## config.mk

```make
export PLATFORM = sky130hd
export DESIGN_NAME = bst_ctrl
export DESIGN_NICKNAME = d
export VERILOG_FILES = /design/src/bst_pkg.sv /design/src/bst_ctrl.sv
export SDC_FILE = /design/constraint.sdc
export NUM_CORES = 1
export LEC_CHECK = 0
export BUFFER_PORTS_ARGS = -buffer_cell sky130_fd_sc_hd__buf_2
export CORE_ASPECT_RATIO = 1.75
export CORE_MARGIN = 5
export CORE_UTILIZATION = 52
export CTS_BUF_LIST = sky130_fd_sc_hd__clkbuf_8
export DETAILED_ROUTE_END_ITERATION = 8
export GPL_ROUTABILITY_DRIVEN = 0
export HOLD_SLACK_MARGIN = 0.03
export PLACE_DENSITY = 0.82
export SKIP_LAST_GASP = 1
export SYNTH_ARGS = -nofsm -noshare
export SYNTH_HDL_FRONTEND = slang
export SYNTH_SLANG_ARGS = --single-unit
```

## constraint.sdc

```tcl
create_clock -name clk -period 2.55 [get_ports clk]
set_input_delay 0.255 -clock clk [delete_from_list [all_inputs] [get_ports clk]]
set_output_delay 0.255 -clock clk [all_outputs]
set_load 0.01 [all_outputs]
```

## src/bst_pkg.sv

```systemverilog
// shared types, constants and command/status bundles for the bottleneck spanning tree block
`timescale 1ns / 1ps
`default_nettype none
package bst_pkg;

	// default sizes
	localparam int MAX_NODES_DEF   = 1024;
	localparam int MAX_EDGES_DEF   = 4096;
	localparam int WEIGHT_BITS_DEF = 20;

	// fixed field widths
	localparam int NODE_W   = 10;
	localparam int WEIGHT_W = 20;
	localparam int CFG_W    = 11;

	// input commands
	localparam logic CMD_ADD    = 1'b0;
	localparam logic CMD_FINISH = 1'b1;

	// result codes
	typedef enum logic [1:0] {
		STAT_OK         = 2'd0,
		STAT_IMPOSSIBLE = 2'd1,
		STAT_BAD        = 2'd2
	} stat_t;

	// input beat
	typedef struct packed {
		logic                command;
		logic [NODE_W-1:0]   node_a;
		logic [NODE_W-1:0]   node_b;
		logic [WEIGHT_W-1:0] weight;
	} req_beat_t;

	// result beat
	typedef struct packed {
		logic [1:0]          status;
		logic [WEIGHT_W-1:0] bottleneck_weight;
	} rsp_beat_t;

	// controller to datapath
	typedef struct packed {
		logic  load_edge;
		logic  fin_clr;
		logic  edge_rd;
		logic  k_clr;
		logic  k_inc;
		logic  n_clr;
		logic  n_inc;
		logic  init_wr;
		logic  join_clr;
		logic  cur_ld_a;
		logic  cur_ld_b;
		logic  cur_ld_par;
		logic  par_rd;
		logic  ra_ld;
		logic  rb_ld;
		logic  sz_rd;
		logic  sz_sel_b;
		logic  sa_ld;
		logic  union_wr;
		logic  srch_init;
		logic  srch_step;
		logic  out_ld;
		stat_t out_code;
		logic  out_prefix;
	} dp_cmd_t;

	// datapath to controller
	typedef struct packed {
		logic base_bad;
		logic k_end;
		logic edge_bad;
		logic n_end;
		logic w_over;
		logic is_root;
		logic roots_eq;
		logic connected;
		logic at_top;
		logic bit_zero;
	} dp_stat_t;

endpackage
`default_nettype wire

```

## src/bst_ctrl.sv

```systemverilog
// controller: sequencer for load, input check, forest build rounds and result handshake
`timescale 1ns / 1ps
`default_nettype none
module bst_ctrl (
	input  wire                 clk,
	input  wire                 arst_n,
	input  wire                 req_valid,
	output logic                req_stall,
	input  wire                 req_command,
	output logic                rsp_valid,
	input  wire                 rsp_stall,
	input  bst_pkg::dp_stat_t   stat,
	output bst_pkg::dp_cmd_t    cmd
);

	typedef enum logic [16:0] {
		S_IDLE      = 17'h00001,
		S_CK_RD     = 17'h00002,
		S_CK_EV     = 17'h00004,
		S_BAD       = 17'h00008,
		S_RND_START = 17'h00010,
		S_INIT      = 17'h00020,
		S_E_RD      = 17'h00040,
		S_E_EV      = 17'h00080,
		S_FA_RD     = 17'h00100,
		S_FA_EV     = 17'h00200,
		S_FB_RD     = 17'h00400,
		S_FB_EV     = 17'h00800,
		S_CMP       = 17'h01000,
		S_SZB       = 17'h02000,
		S_UNION     = 17'h04000,
		S_RND_END   = 17'h08000,
		S_FINAL     = 17'h10000
	} state_t;

	state_t state_q, state_d;
	logic   rsp_valid_q;
	logic   req_take;
	logic   rsp_set;

	// a finish beat waits until the previous result is taken
	assign req_stall = (state_q != S_IDLE) ||
		((req_command == bst_pkg::CMD_FINISH) && rsp_valid_q);
	assign req_take = req_valid && !req_stall;
	assign rsp_valid = rsp_valid_q;

	// next state and commands
	always_comb begin
		state_d = state_q;
		cmd = '0;
		cmd.out_code = bst_pkg::STAT_OK;
		rsp_set = 1'b0;
		case (state_q)
			S_IDLE: begin
				if (req_take) begin
					if (req_command == bst_pkg::CMD_ADD) begin
						cmd.load_edge = 1'b1;
					end else begin
						cmd.k_clr = 1'b1;
						state_d = S_CK_RD;
					end
				end
			end
			S_CK_RD: begin
				if (stat.base_bad) begin
					state_d = S_BAD;
				end else if (stat.k_end) begin
					cmd.srch_init = 1'b1;
					state_d = S_RND_START;
				end else begin
					cmd.edge_rd = 1'b1;
					state_d = S_CK_EV;
				end
			end
			S_CK_EV: begin
				if (stat.edge_bad) begin
					state_d = S_BAD;
				end else begin
					cmd.k_inc = 1'b1;
					state_d = S_CK_RD;
				end
			end
			S_BAD: begin
				cmd.out_ld = 1'b1;
				cmd.out_code = bst_pkg::STAT_BAD;
				cmd.fin_clr = 1'b1;
				rsp_set = 1'b1;
				state_d = S_IDLE;
			end
			S_RND_START: begin
				cmd.n_clr = 1'b1;
				cmd.k_clr = 1'b1;
				cmd.join_clr = 1'b1;
				state_d = S_INIT;
			end
			S_INIT: begin
				if (stat.n_end) begin
					state_d = S_E_RD;
				end else begin
					cmd.init_wr = 1'b1;
					cmd.n_inc = 1'b1;
				end
			end
			S_E_RD: begin
				if (stat.k_end) begin
					state_d = S_RND_END;
				end else begin
					cmd.edge_rd = 1'b1;
					state_d = S_E_EV;
				end
			end
			S_E_EV: begin
				if (stat.w_over) begin
					cmd.k_inc = 1'b1;
					state_d = S_E_RD;
				end else begin
					cmd.cur_ld_a = 1'b1;
					state_d = S_FA_RD;
				end
			end
			S_FA_RD: begin
				cmd.par_rd = 1'b1;
				state_d = S_FA_EV;
			end
			S_FA_EV: begin
				if (stat.is_root) begin
					cmd.ra_ld = 1'b1;
					cmd.cur_ld_b = 1'b1;
					state_d = S_FB_RD;
				end else begin
					cmd.cur_ld_par = 1'b1;
					state_d = S_FA_RD;
				end
			end
			S_FB_RD: begin
				cmd.par_rd = 1'b1;
				state_d = S_FB_EV;
			end
			S_FB_EV: begin
				if (stat.is_root) begin
					cmd.rb_ld = 1'b1;
					state_d = S_CMP;
				end else begin
					cmd.cur_ld_par = 1'b1;
					state_d = S_FB_RD;
				end
			end
			S_CMP: begin
				if (stat.roots_eq) begin
					cmd.k_inc = 1'b1;
					state_d = S_E_RD;
				end else begin
					cmd.sz_rd = 1'b1;
					state_d = S_SZB;
				end
			end
			S_SZB: begin
				cmd.sa_ld = 1'b1;
				cmd.sz_rd = 1'b1;
				cmd.sz_sel_b = 1'b1;
				state_d = S_UNION;
			end
			S_UNION: begin
				cmd.union_wr = 1'b1;
				cmd.k_inc = 1'b1;
				state_d = S_E_RD;
			end
			S_RND_END: begin
				cmd.srch_step = 1'b1;
				if (stat.at_top && !stat.connected) begin
					cmd.out_ld = 1'b1;
					cmd.out_code = bst_pkg::STAT_IMPOSSIBLE;
					cmd.fin_clr = 1'b1;
					rsp_set = 1'b1;
					state_d = S_IDLE;
				end else if (stat.bit_zero) begin
					state_d = S_FINAL;
				end else begin
					state_d = S_RND_START;
				end
			end
			S_FINAL: begin
				cmd.out_ld = 1'b1;
				cmd.out_code = bst_pkg::STAT_OK;
				cmd.out_prefix = 1'b1;
				cmd.fin_clr = 1'b1;
				rsp_set = 1'b1;
				state_d = S_IDLE;
			end
			default: begin
				state_d = S_IDLE;
			end
		endcase
	end

	// state and result valid
	always_ff @(posedge clk or negedge arst_n) begin
		if (!arst_n) begin
			state_q     <= S_IDLE;
			rsp_valid_q <= 1'b0;
		end else begin
			state_q <= state_d;
			if (rsp_set)
				rsp_valid_q <= 1'b1;
			else if (rsp_valid_q && !rsp_stall)
				rsp_valid_q <= 1'b0;
		end
	end

endmodule
`default_nettype wire

```

==> flow_metrics.tcl, run 1 <==
set metrics [dict create \
    run_status "finished, violations left" \
    failed_checks "negative setup slack" \
    core_area_um2 2300 \
    cts_root_buf "clkbuf_8" \
    path_depth 6 \
    powerDensity_nw_per_um2 625 \
    r2r_slack_ns 0.16 \
    initial_utilization 0.542 \
    period_needed_ns 2.56 \
    muxShareOfSynthArea 0.00802 \
    grt_overflow 0 \
    drive_gt1_frac 0.457 \
    hold_violations 0 \
    relSlewSlack 0.604 \
    syn-num-nets 148 \
    cp.required_ns 2.30 \
    synthToLayoutAreaGrowth_pct 31.5 \
    grt_usage 0.210 \
    slew_violations 0 \
    r2r_cells 7 \
    dpl.cell_count 194 \
    syn_inst 133 \
    finalCritPeriodShare 1.00 \
    vias_per_cell 6.20 \
    cts_tree "done" \
    grt_pass1_vias 1246 \
    synth_xor_area_frac 0.0281 \
    r2r_end "state_q[0]" \
    max_stage_delay_ns 0.58 \
    clk_pin_slew_ns 0.07 \
    path_max_fanout 6 \
    p_leak_nw 0.862 \
    synth-adder-area-share 0 \
    synth-compound-area-share 0.118 \
    path_cells "or4_4 > nor4_4 > nand4b_1 > o21ai_2 > or3_1 > buf_2" \
    max-vdd-ir-drop_uv 508 \
    die_y_um 74.8 \
    synthSimpleGateAreaFrac 0.422 \
    rsz0062_at_grt "true" \
    drtAntennaViolNets 0 \
    crit_family "simple AND/OR/NAND/NOR gates" \
    worst_r2r_startpoint "state_q[3]" \
    skew_ns 0.00155 \
    row_count 23 \
    cts_buffers 3 \
    hpwl_um 2620 \
    antenna_cells 0 \
    hp-class "primary input to flop" \
    critPathLaunch "state_q[3]" \
    finalNetCount 200 \
    yosys_warnings 0 \
    grt_antenna_before_repair 0 \
    crit_path_end_kind "output pin" \
    setup_slack_ns -0.0122 \
    die_w_um 47.0 \
    vias 1296 \
    drt-pass1-iter-count 4 \
    synth_seq_area_share 0.362 \
    wl_per_cell_um 17.3 \
    syn_area_um2 1250 \
    cts_max_path_buffers 2 \
    whs_ns 0.170 \
    io_buffer_count 41 \
    ys_ff_latch 18 \
    max_freq_mhz 390 \
    ys_types 44 \
    fin_setup_tns_ns -0.0122 \
    die_area_um2 3520 \
    synth_edf_count 0 \
    maxCapViolCount 0 \
    ios 42 \
    worst_slew_pin_slew_ns 0.586 \
    grt_max_degree 19 \
    endpoint "cmd[20]" \
    cts_num_sinks 18 \
    slowest_stage "or4_4" \
    crit_arrival_ns 2.31 \
    critPathKind "flop to output pin" \
    synth_top_family_by_area "simple AND/OR/NAND/NOR gates" \
    cp-start-kind "flop" \
    routed_wl_um 3610 \
    avgSynthCellArea_um2 9.38 \
    synth_ff_type "dfrtp_1" \
    finalSetupViolCount 1 \
    h-tree-depth 1 \
    clock_latency_ns 0.26 \
    crit_buf_inv 1 \
    grt_pass1_wl_um 5350 \
    drtIter0Drc 53 \
    async_flop_share 1.00 \
    fin_cells 209 \
    drc 0 \
]
## through the flow
step / total power, mW / instance area, um2 / utilization / setup WS, ns
finish: 1.02 / 1640 / 0.713 / -0.0122
global route: 1.07 / 1640 / 0.713 / -0.0908
CTS: 0.964 / 1540 / 0.667 / -0.0127
detailed placement: 0.696 / 1440 / 0.626 / 0.189
global placement: 0.685 / 1440 / 0.626 / 0.209
floorplan: 0.594 / 1250 / - / 0.141
## worst min path at each step
| stage | startpoint | end | slack (ns) | cells after the start |
|---|---|---|---|---|
| 3_3_place_gp | arst_n | rsp_valid | 0.21 | 1 |
| 2_1_floorplan | arst_n | rsp_valid | -0.04 | 0 |
| 4_1_cts | stat[3] | state_q[13] | 0.16 | 2 |
| 5_1_grt | stat[3] | state_q[13] | 0.18 | 2 |
| 6_report | stat[3] | state_q[13] | 0.17 | 2 |
| 3_5_place_dp | arst_n | rsp_valid | 0.22 | 1 |
## state kept, by name, indices dropped and copies added, names as in the netlist
signal / flops
rsp_valid: 1
state_q: 17
## worst register-to-register path, stage by stage (launching register included)
cell and delay [ns]:
dfrtp_2 0.45, or4_4 0.58, nor4_4 0.32, buf_4 0.18, buf_4 0.11, or4b_1 0.48
nand4_2 0.13, o21ai_2 0.07
## repair_timing
action                     4_1_cts  5_1_grt
setup buffers                    2        8
setup endpoints to repair        7       12
hold buffers                     1        0
cloned                           0        0
hold endpoints to repair        17        0
resized for setup                5       13
pin swaps                        2        6
## cells by family (layout without fill, tap and decap cells)
kind of cell           Yosys count  in the layout
AO/OA/AOI/OAI                   19             19
XOR/XNOR                         4              4
buffers and inverters           11             62
flip-flops                      18             18
multiplexers                     1              1
AND/OR/NAND/NOR                 80             80
## cell usage in the layout (no fill, tap or decap), drive strengths merged, types with 4 or more instances in the layout
| cell type | synthesis | routed |
|---|---|---|
| and3 | 6 | 6 |
| o21ai | 4 | 4 |
| nor2 | 16 | 16 |
| nand2 | 5 | 5 |
| buf | 8 | 54 |
| nand3 | 5 | 5 |
| nor3b | 6 | 6 |
| dfrtp | 17 | 17 |
| clkbuf | 0 | 4 |
| or4 | 5 | 5 |
| nor2b | 5 | 5 |
| nor3 | 5 | 5 |
| a21o | 4 | 4 |
| nor4 | 4 | 4 |
| or3 | 4 | 4 |
## Yosys cell counts, types with 3 or more instances
cell | number | area [um2]
a21o_1 | 4 | 30.0
o21ai_0 | 3 | 15.0
nor3b_1 | 6 | 45.0
o21bai_1 | 3 | 22.5
nor4b_1 | 3 | 26.3
nand3_1 | 5 | 25.0
xnor2_1 | 3 | 26.3
nor2_1 | 16 | 60.1
or3_1 | 4 | 25.0
and3_1 | 6 | 37.5
or4_1 | 3 | 22.5
buf_4 | 5 | 37.5
nand2_1 | 5 | 18.8
nor2b_1 | 5 | 31.3
dfrtp_1 | 17 | 425
inv_1 | 3 | 11.3
nand2b_1 | 3 | 18.8
nor3_1 | 5 | 25.0
## power breakdown
group | leakage, nW | internal [mW] | switching, mW
registers | 0.242 | 0.306 | 0.0293
clock network | 0.0288 | 0.138 | 0.105
logic | 0.591 | 0.218 | 0.230
## layout make-up
class | count | area, um2
repair buffers | 55 | 319
flip-flops and latches | 18 | 455
fillers | 187 | 662
multi-input cells | 104 | 768
inverters | 3 | 11.3
clock buffers | 4 | 55.1
well taps | 25 | 31.3
## per-layer routing
| metal | GRT usage | up-vias | wire length (um) |
|---|---|---|---|
| met5 | 0 | - | 0 |
| met1 | 0.231 | 628 | 1260 |
| met4 | 0.0769 | 0 | 80 |
| li1 | - | 589 | - |
| met3 | 0.0359 | 9 | 230 |
| met2 | 0.383 | 70 | 2040 |
Power figures use the tool's default switching activity.
==> run 2: changes to the inputs <==
- CELL_PAD_IN_SITES_DETAIL_PLACEMENT: default -> 1
- CELL_PAD_IN_SITES_GLOBAL_PLACEMENT: default -> 1
- CORE_ASPECT_RATIO: 1.75 -> 0.7
- CORE_UTILIZATION: 52 -> 38
- PLACE_DENSITY: 0.82 -> default
- PLACE_DENSITY_LB_ADDON: default -> 0.1
==> run 2 against run 1 <==
  * The run now ends clean
  * Largest cell class unchanged
  * Wire length rose by 18%
  * Largest power group unchanged
  * Flip-flop and latch count did not move
  * Critical path depth rose by 1
  * Power rose by 1.1%
  * Sequential share of layout area fell by 0.92 points
  * First-iteration DRC count rose by 75%
  * Utilization fell by 17 points
==> flow_metrics.tcl, run 2 (synthesis gave the netlist of run 1 again) <==
set metrics [dict create \
    run_status "finished clean" \
    cp-start-kind "flop" \
    grt_antenna_before_repair 0 \
    crit_family "simple AND/OR/NAND/NOR gates" \
    hp-class "primary input to flop" \
    hp-start "stat[3]" \
    grt_overflow 0 \
    met1_usage 0.245 \
    maxCapViolCount 0 \
    die_area_um2 4550 \
    ios 42 \
    cts_max_path_buffers 2 \
    period_needed_ns 2.54 \
    vias 1279 \
    clock_latency_ns 0.26 \
    synthToLayoutAreaGrowth_pct 36.0 \
    vias_per_cell 5.68 \
    clk_pin_slew_ns 0.07 \
    h-tree-depth 1 \
    fin_cells 225 \
    die_y_um 57.9 \
    rsz0062_at_grt "true" \
    worst_slew_pin_slew_ns 0.602 \
    whs_ns 0.166 \
    regArea_um2 455 \
    relSlewSlack 0.593 \
    worst_r2r_startpoint "state_q[3]" \
    max_stage_delay_ns 0.61 \
    largest_reg_flops 17 \
    slowest_stage "or4_4" \
    layout_commonest_cell "buf_2" \
    grt_usage 0.176 \
    max-vdd-ir-drop_uv 302 \
    cts_tree "done" \
    slew_violations 0 \
    powerDensity_nw_per_um2 610 \
    hpwl_um 3020 \
    path_cells "or4_4 > nor4_4 > buf_4 > nand3_4 > nor2_2 > or3_1 > buf_2" \
    wl_per_cell_um 18.9 \
    finalCritPeriodShare 0.997 \
    power.total_mw 1.04 \
    drc 0 \
    grt_pass1_wl_um 6250 \
    final_cell_mix "buf_2, buf_4, dfrtp_1, nor2_1, and3_1" \
    grt_pass1_vias 1239 \
    regMostFlops "state_q" \
    crit_path_end_kind "output pin" \
    dpl.cell_count 208 \
    crit_buf_inv 2 \
    skew_ns 0.00621 \
    critPathKind "flop to output pin" \
    antenna_cells 0 \
    io_buffer_count 41 \
    top_usage_layer "met2" \
    die_w_um 78.5 \
    multi_input_area_um2 792 \
    drive_gt1_frac 0.481 \
    cts_buffers 3 \
    fin_setup_tns_ns 0 \
    drtIter0Drc 93 \
    grt_max_degree 19 \
    core_area_um2 3150 \
    row_count 17 \
    grt_use_met3 0.0435 \
    grt_util_met2 0.279 \
    path_max_fanout 6 \
    nFillCells 379 \
    finalNetCount 203 \
    hold_violations 0 \
    max_freq_mhz 393 \
    finalSetupViolCount 0 \
    postLayoutCoreUtil 0.539 \
    cts_root_buf "clkbuf_8" \
    p_leak_nw 0.881 \
    drtAntennaViolNets 0 \
    routed_wl_um 4250 \
    critPathLaunch "state_q[8]" \
    initial_utilization 0.396 \
    drt-pass1-iter-count 4 \
    cts_num_sinks 18 \
    crit_arrival_ns 2.29 \
    cp.required_ns 2.30 \
]
[run 2: cell types whose count changed in the layout (fill, tap and decap cells not counted), moves of 2 or more]
cell     change
nor3b_2      +2
buf_4        +3
nor2_1       -2
nor3b_1      -2
[run 2: path summary, 6_finish.rpt]
check | cells after the start | slack, ns | end
max in group asynchronous | 2 | 1.74 | state_q[0]
min in group asynchronous | 2 | 0.47 | state_q[1]
hold / removal | 2 | 0.17 | state_q[13]
setup reg to reg | 6 | 0.33 | state_q[0]
setup / recovery | 7 | 0.007 | cmd[20]
hold reg to reg | 1 | 0.53 | rsp_valid
[run 2: cell type report]
type / count / area share
clock buffers: 4 / 0.0324
inverters: 3 / 0.00664
multi-input cells: 104 / 0.467
flip-flops and latches: 18 / 0.268
well taps: 38 / 0.0280
repair buffers: 58 / 0.198
[run 2: report_power, final]
part	total, mW	switching (mW)	internal, mW
combinational	0.453	0.248	0.205
clock	0.241	0.104	0.138
sequential	0.342	0.0356	0.306
total	1.04	0.387	0.648
[run 2: layer usage]
layer | share of wire | wire [um] | up-vias
li1 | - | - | 597
met1 | 0.46 | 1970 | 632
met2 | 0.47 | 1990 | 42
met3 | 0.056 | 236 | 8
met4 | 0.013 | 56 | 0
met5 | 0 | 0 | -
[run 2: timing repair]
item                                   4_1_cts  5_1_grt
gates resized for setup                      7       15
pin swaps                                    1       12
setup endpoints to repair                   12       15
endpoints found under the hold margin       17        0
hold buffers                                 1        0
buffers inserted                             1       11
[run 2: metrics by stage]
step	instance area, um2	worst slack (ns)
floorplan	1250	0.141
global placement	1470	0.112
detailed placement	1470	0.121
CTS	1560	-0.0458
global route	1700	-0.0941
finish	1700	0.00747
==> run 3: changes to the inputs <==
- CTS_BUF_LIST: sky130_fd_sc_hd__clkbuf_8 -> sky130_fd_sc_hd__clkbuf_2
- clock period: 2.55 -> 2.8 ns (I/O delays scaled with it)
==> run 3 against run 2 <==
  * Non-clock buffer count down 12
  * Clock skew up 0.0085 ns
  * Power down 25%
  * Flip-flop and latch count unchanged
  * Combinational power down 23%
  * Setup slack better by 0.15 ns
  * Utilization down 4.9 points
  * Sequential share of layout area up 2.9 points
  * Global-route usage down 0.51 points
  * Critical endpoint is now cmd[21]
  * Highest routed layer unchanged
==> flow_metrics.tcl, run 3 (synthesis gave the netlist of run 1 again) <==
set metrics [dict create \
    largest_reg_flops 17 \
    hp-class "primary input to flop" \
    io_buffer_count 41 \
    relSlewSlack 0.593 \
    core_area_um2 3150 \
    antenna_cells 0 \
    nFillCells 394 \
    power.total_uw 778 \
    postLayoutCoreUtil 0.490 \
    drtAntennaViolNets 0 \
    clk_pin_slew_ns 0.19 \
    placed_cell_area_um2 1450 \
    cts_buffers 3 \
    rsz0062_at_grt "true" \
    hold_violations 0 \
    path_max_fanout 6 \
    cp.required_ns 2.52 \
    cts_tree "done" \
    critPathKind "flop to output pin" \
    max_freq_mhz 378 \
    finalCritPeriodShare 0.945 \
    cts_num_sinks 18 \
    maxCapViolCount 0 \
    slew_violations 0 \
    regMostFlops "state_q" \
    cts_max_path_buffers 2 \
    layout_commonest_cell "buf_2" \
    finalNetCount 191 \
    p_leak_nw 0.803 \
    initial_utilization 0.396 \
    internal_power_uw 467 \
    run_status "finished clean" \
    synthToLayoutAreaGrowth_pct 23.6 \
    fin_setup_tns_ns 0 \
    drt-pass1-iter-count 4 \
    clkPwrFrac 0.150 \
    comb_power_share 0.452 \
    cts_root_buf "clkbuf_2" \
    cp-start-kind "flop" \
    grt_pass1_wl_um 6180 \
    clock_latency_ns 0.31 \
    vias 1184 \
    drc 0 \
    die_area_um2 4550 \
    grt_antenna_before_repair 0 \
    ios 42 \
    skew_ns 0.0147 \
    vias_per_cell 5.56 \
    die_w_um 78.5 \
    crit_path_end_kind "output pin" \
    routed_wl_um 3620 \
    wl_per_cell_um 17.0 \
    max-vdd-ir-drop_uv 251 \
    final_cell_mix "buf_2, nor2_1, dfrtp_1, and3_1" \
    grt_max_degree 19 \
    h-tree-depth 1 \
    grt_overflow 0 \
    finalSetupViolCount 0 \
    pre_cts_ws_ns 0.307 \
    worst_slew_pin_slew_ns 0.602 \
    hpwl_um 2850 \
    power_frac_seq 0.398 \
    grt_pass1_vias 1219 \
    period_needed_ns 2.65 \
    p_sw_frac 0.400 \
    die_y_um 57.9 \
    drtIter0Drc 88 \
    design_area_um2 1540 \
    setup_slack_ns 0.154 \
    crit_arrival_ns 2.37 \
    p_switching_uw 311 \
    row_count 17 \
    grt_usage 0.171 \
    drive_gt1_frac 0.417 \
    powerDensity_nw_per_um2 505 \
]
[run 3: cell count changes in the layout (fill, tap and decap cells not counted), moves of 2 or more]
cell and change:
buf_4 -12, clkbuf_2 +3, clkbuf_8 -4, dfrtp_1 -2
dfrtp_2 +2, nor2_1 +2, nor3b_1 +2, nor3b_2 -2
[run 3: metrics by stage]
| stage | hold WS [ns] | cells |
|---|---|---|
| after floorplan | -0.0156 | 133 |
| after global placement | 0.241 | 206 |
| after detailed placement | 0.245 | 206 |
| after CTS | 0.103 | 211 |
| after global routing | 0.0950 | 213 |
| final | 0.124 | 213 |
[run 3: layer usage]
layer | track usage | vias up | share of wire
li1 | - | 572 | -
met5 | 0 | - | 0
met1 | 0.249 | 574 | 0.52
met3 | 0.0528 | 2 | 0.064
met4 | 0.0299 | 0 | 0.0033
met2 | 0.250 | 36 | 0.41
[run 3: final timing paths]
path	slack, ns	endpoint	cells after the start	startpoint
setup / recovery	0.15	cmd[21]	4	state_q[11]
hold / removal	0.12	state_q[13]	2	stat[3]
setup reg to reg	0.52	state_q[0]	6	state_q[16]
hold reg to reg	0.54	state_q[11]	1	state_q[8]
max in group asynchronous	2.05	state_q[13]	2	arst_n
min in group asynchronous	0.42	state_q[1]	2	arst_n
[run 3: layout make-up]
| type | instances | area (um2) | area share |
|---|---|---|---|
| timing repair buffer | 46 | 245 | 0.159 |
| sequential | 18 | 458 | 0.297 |
| clock inverter | 1 | 3.75 | 0.00244 |
| clock buffer | 3 | 15.0 | 0.00974 |
| inverter | 3 | 11.3 | 0.00731 |
| multi-input combinational | 104 | 761 | 0.494 |
| tap | 38 | 47.5 | 0.0308 |
[run 3: repair_timing]
action / 4_1_cts / 5_1_grt
setup endpoints to repair: 1 / 15
buffers inserted: 0 / 2
gates resized for setup: 1 / 15
hold endpoints to repair: 17 / 0
pin swaps: 0 / 4
hold buffers: 1 / 0
[run 3: power by group through the flow]
stage | clock network, mW | registers (mW) | logic (mW)
2_1_floorplan | 0 | 0.304 | 0.237
3_5_place_dp | 0 | 0.311 | 0.330
5_1_grt | 0.134 | 0.312 | 0.390
4_1_cts | 0.122 | 0.306 | 0.332
6_report | 0.117 | 0.310 | 0.351
3_3_place_gp | 0 | 0.309 | 0.326
[run 3: critical path: stages, from the launching register on]
cell and delay (ns):
dfrtp_1 0.45, or4_4 0.64, or4_4 0.63, o22ai_1 0.18
buf_2 0.15
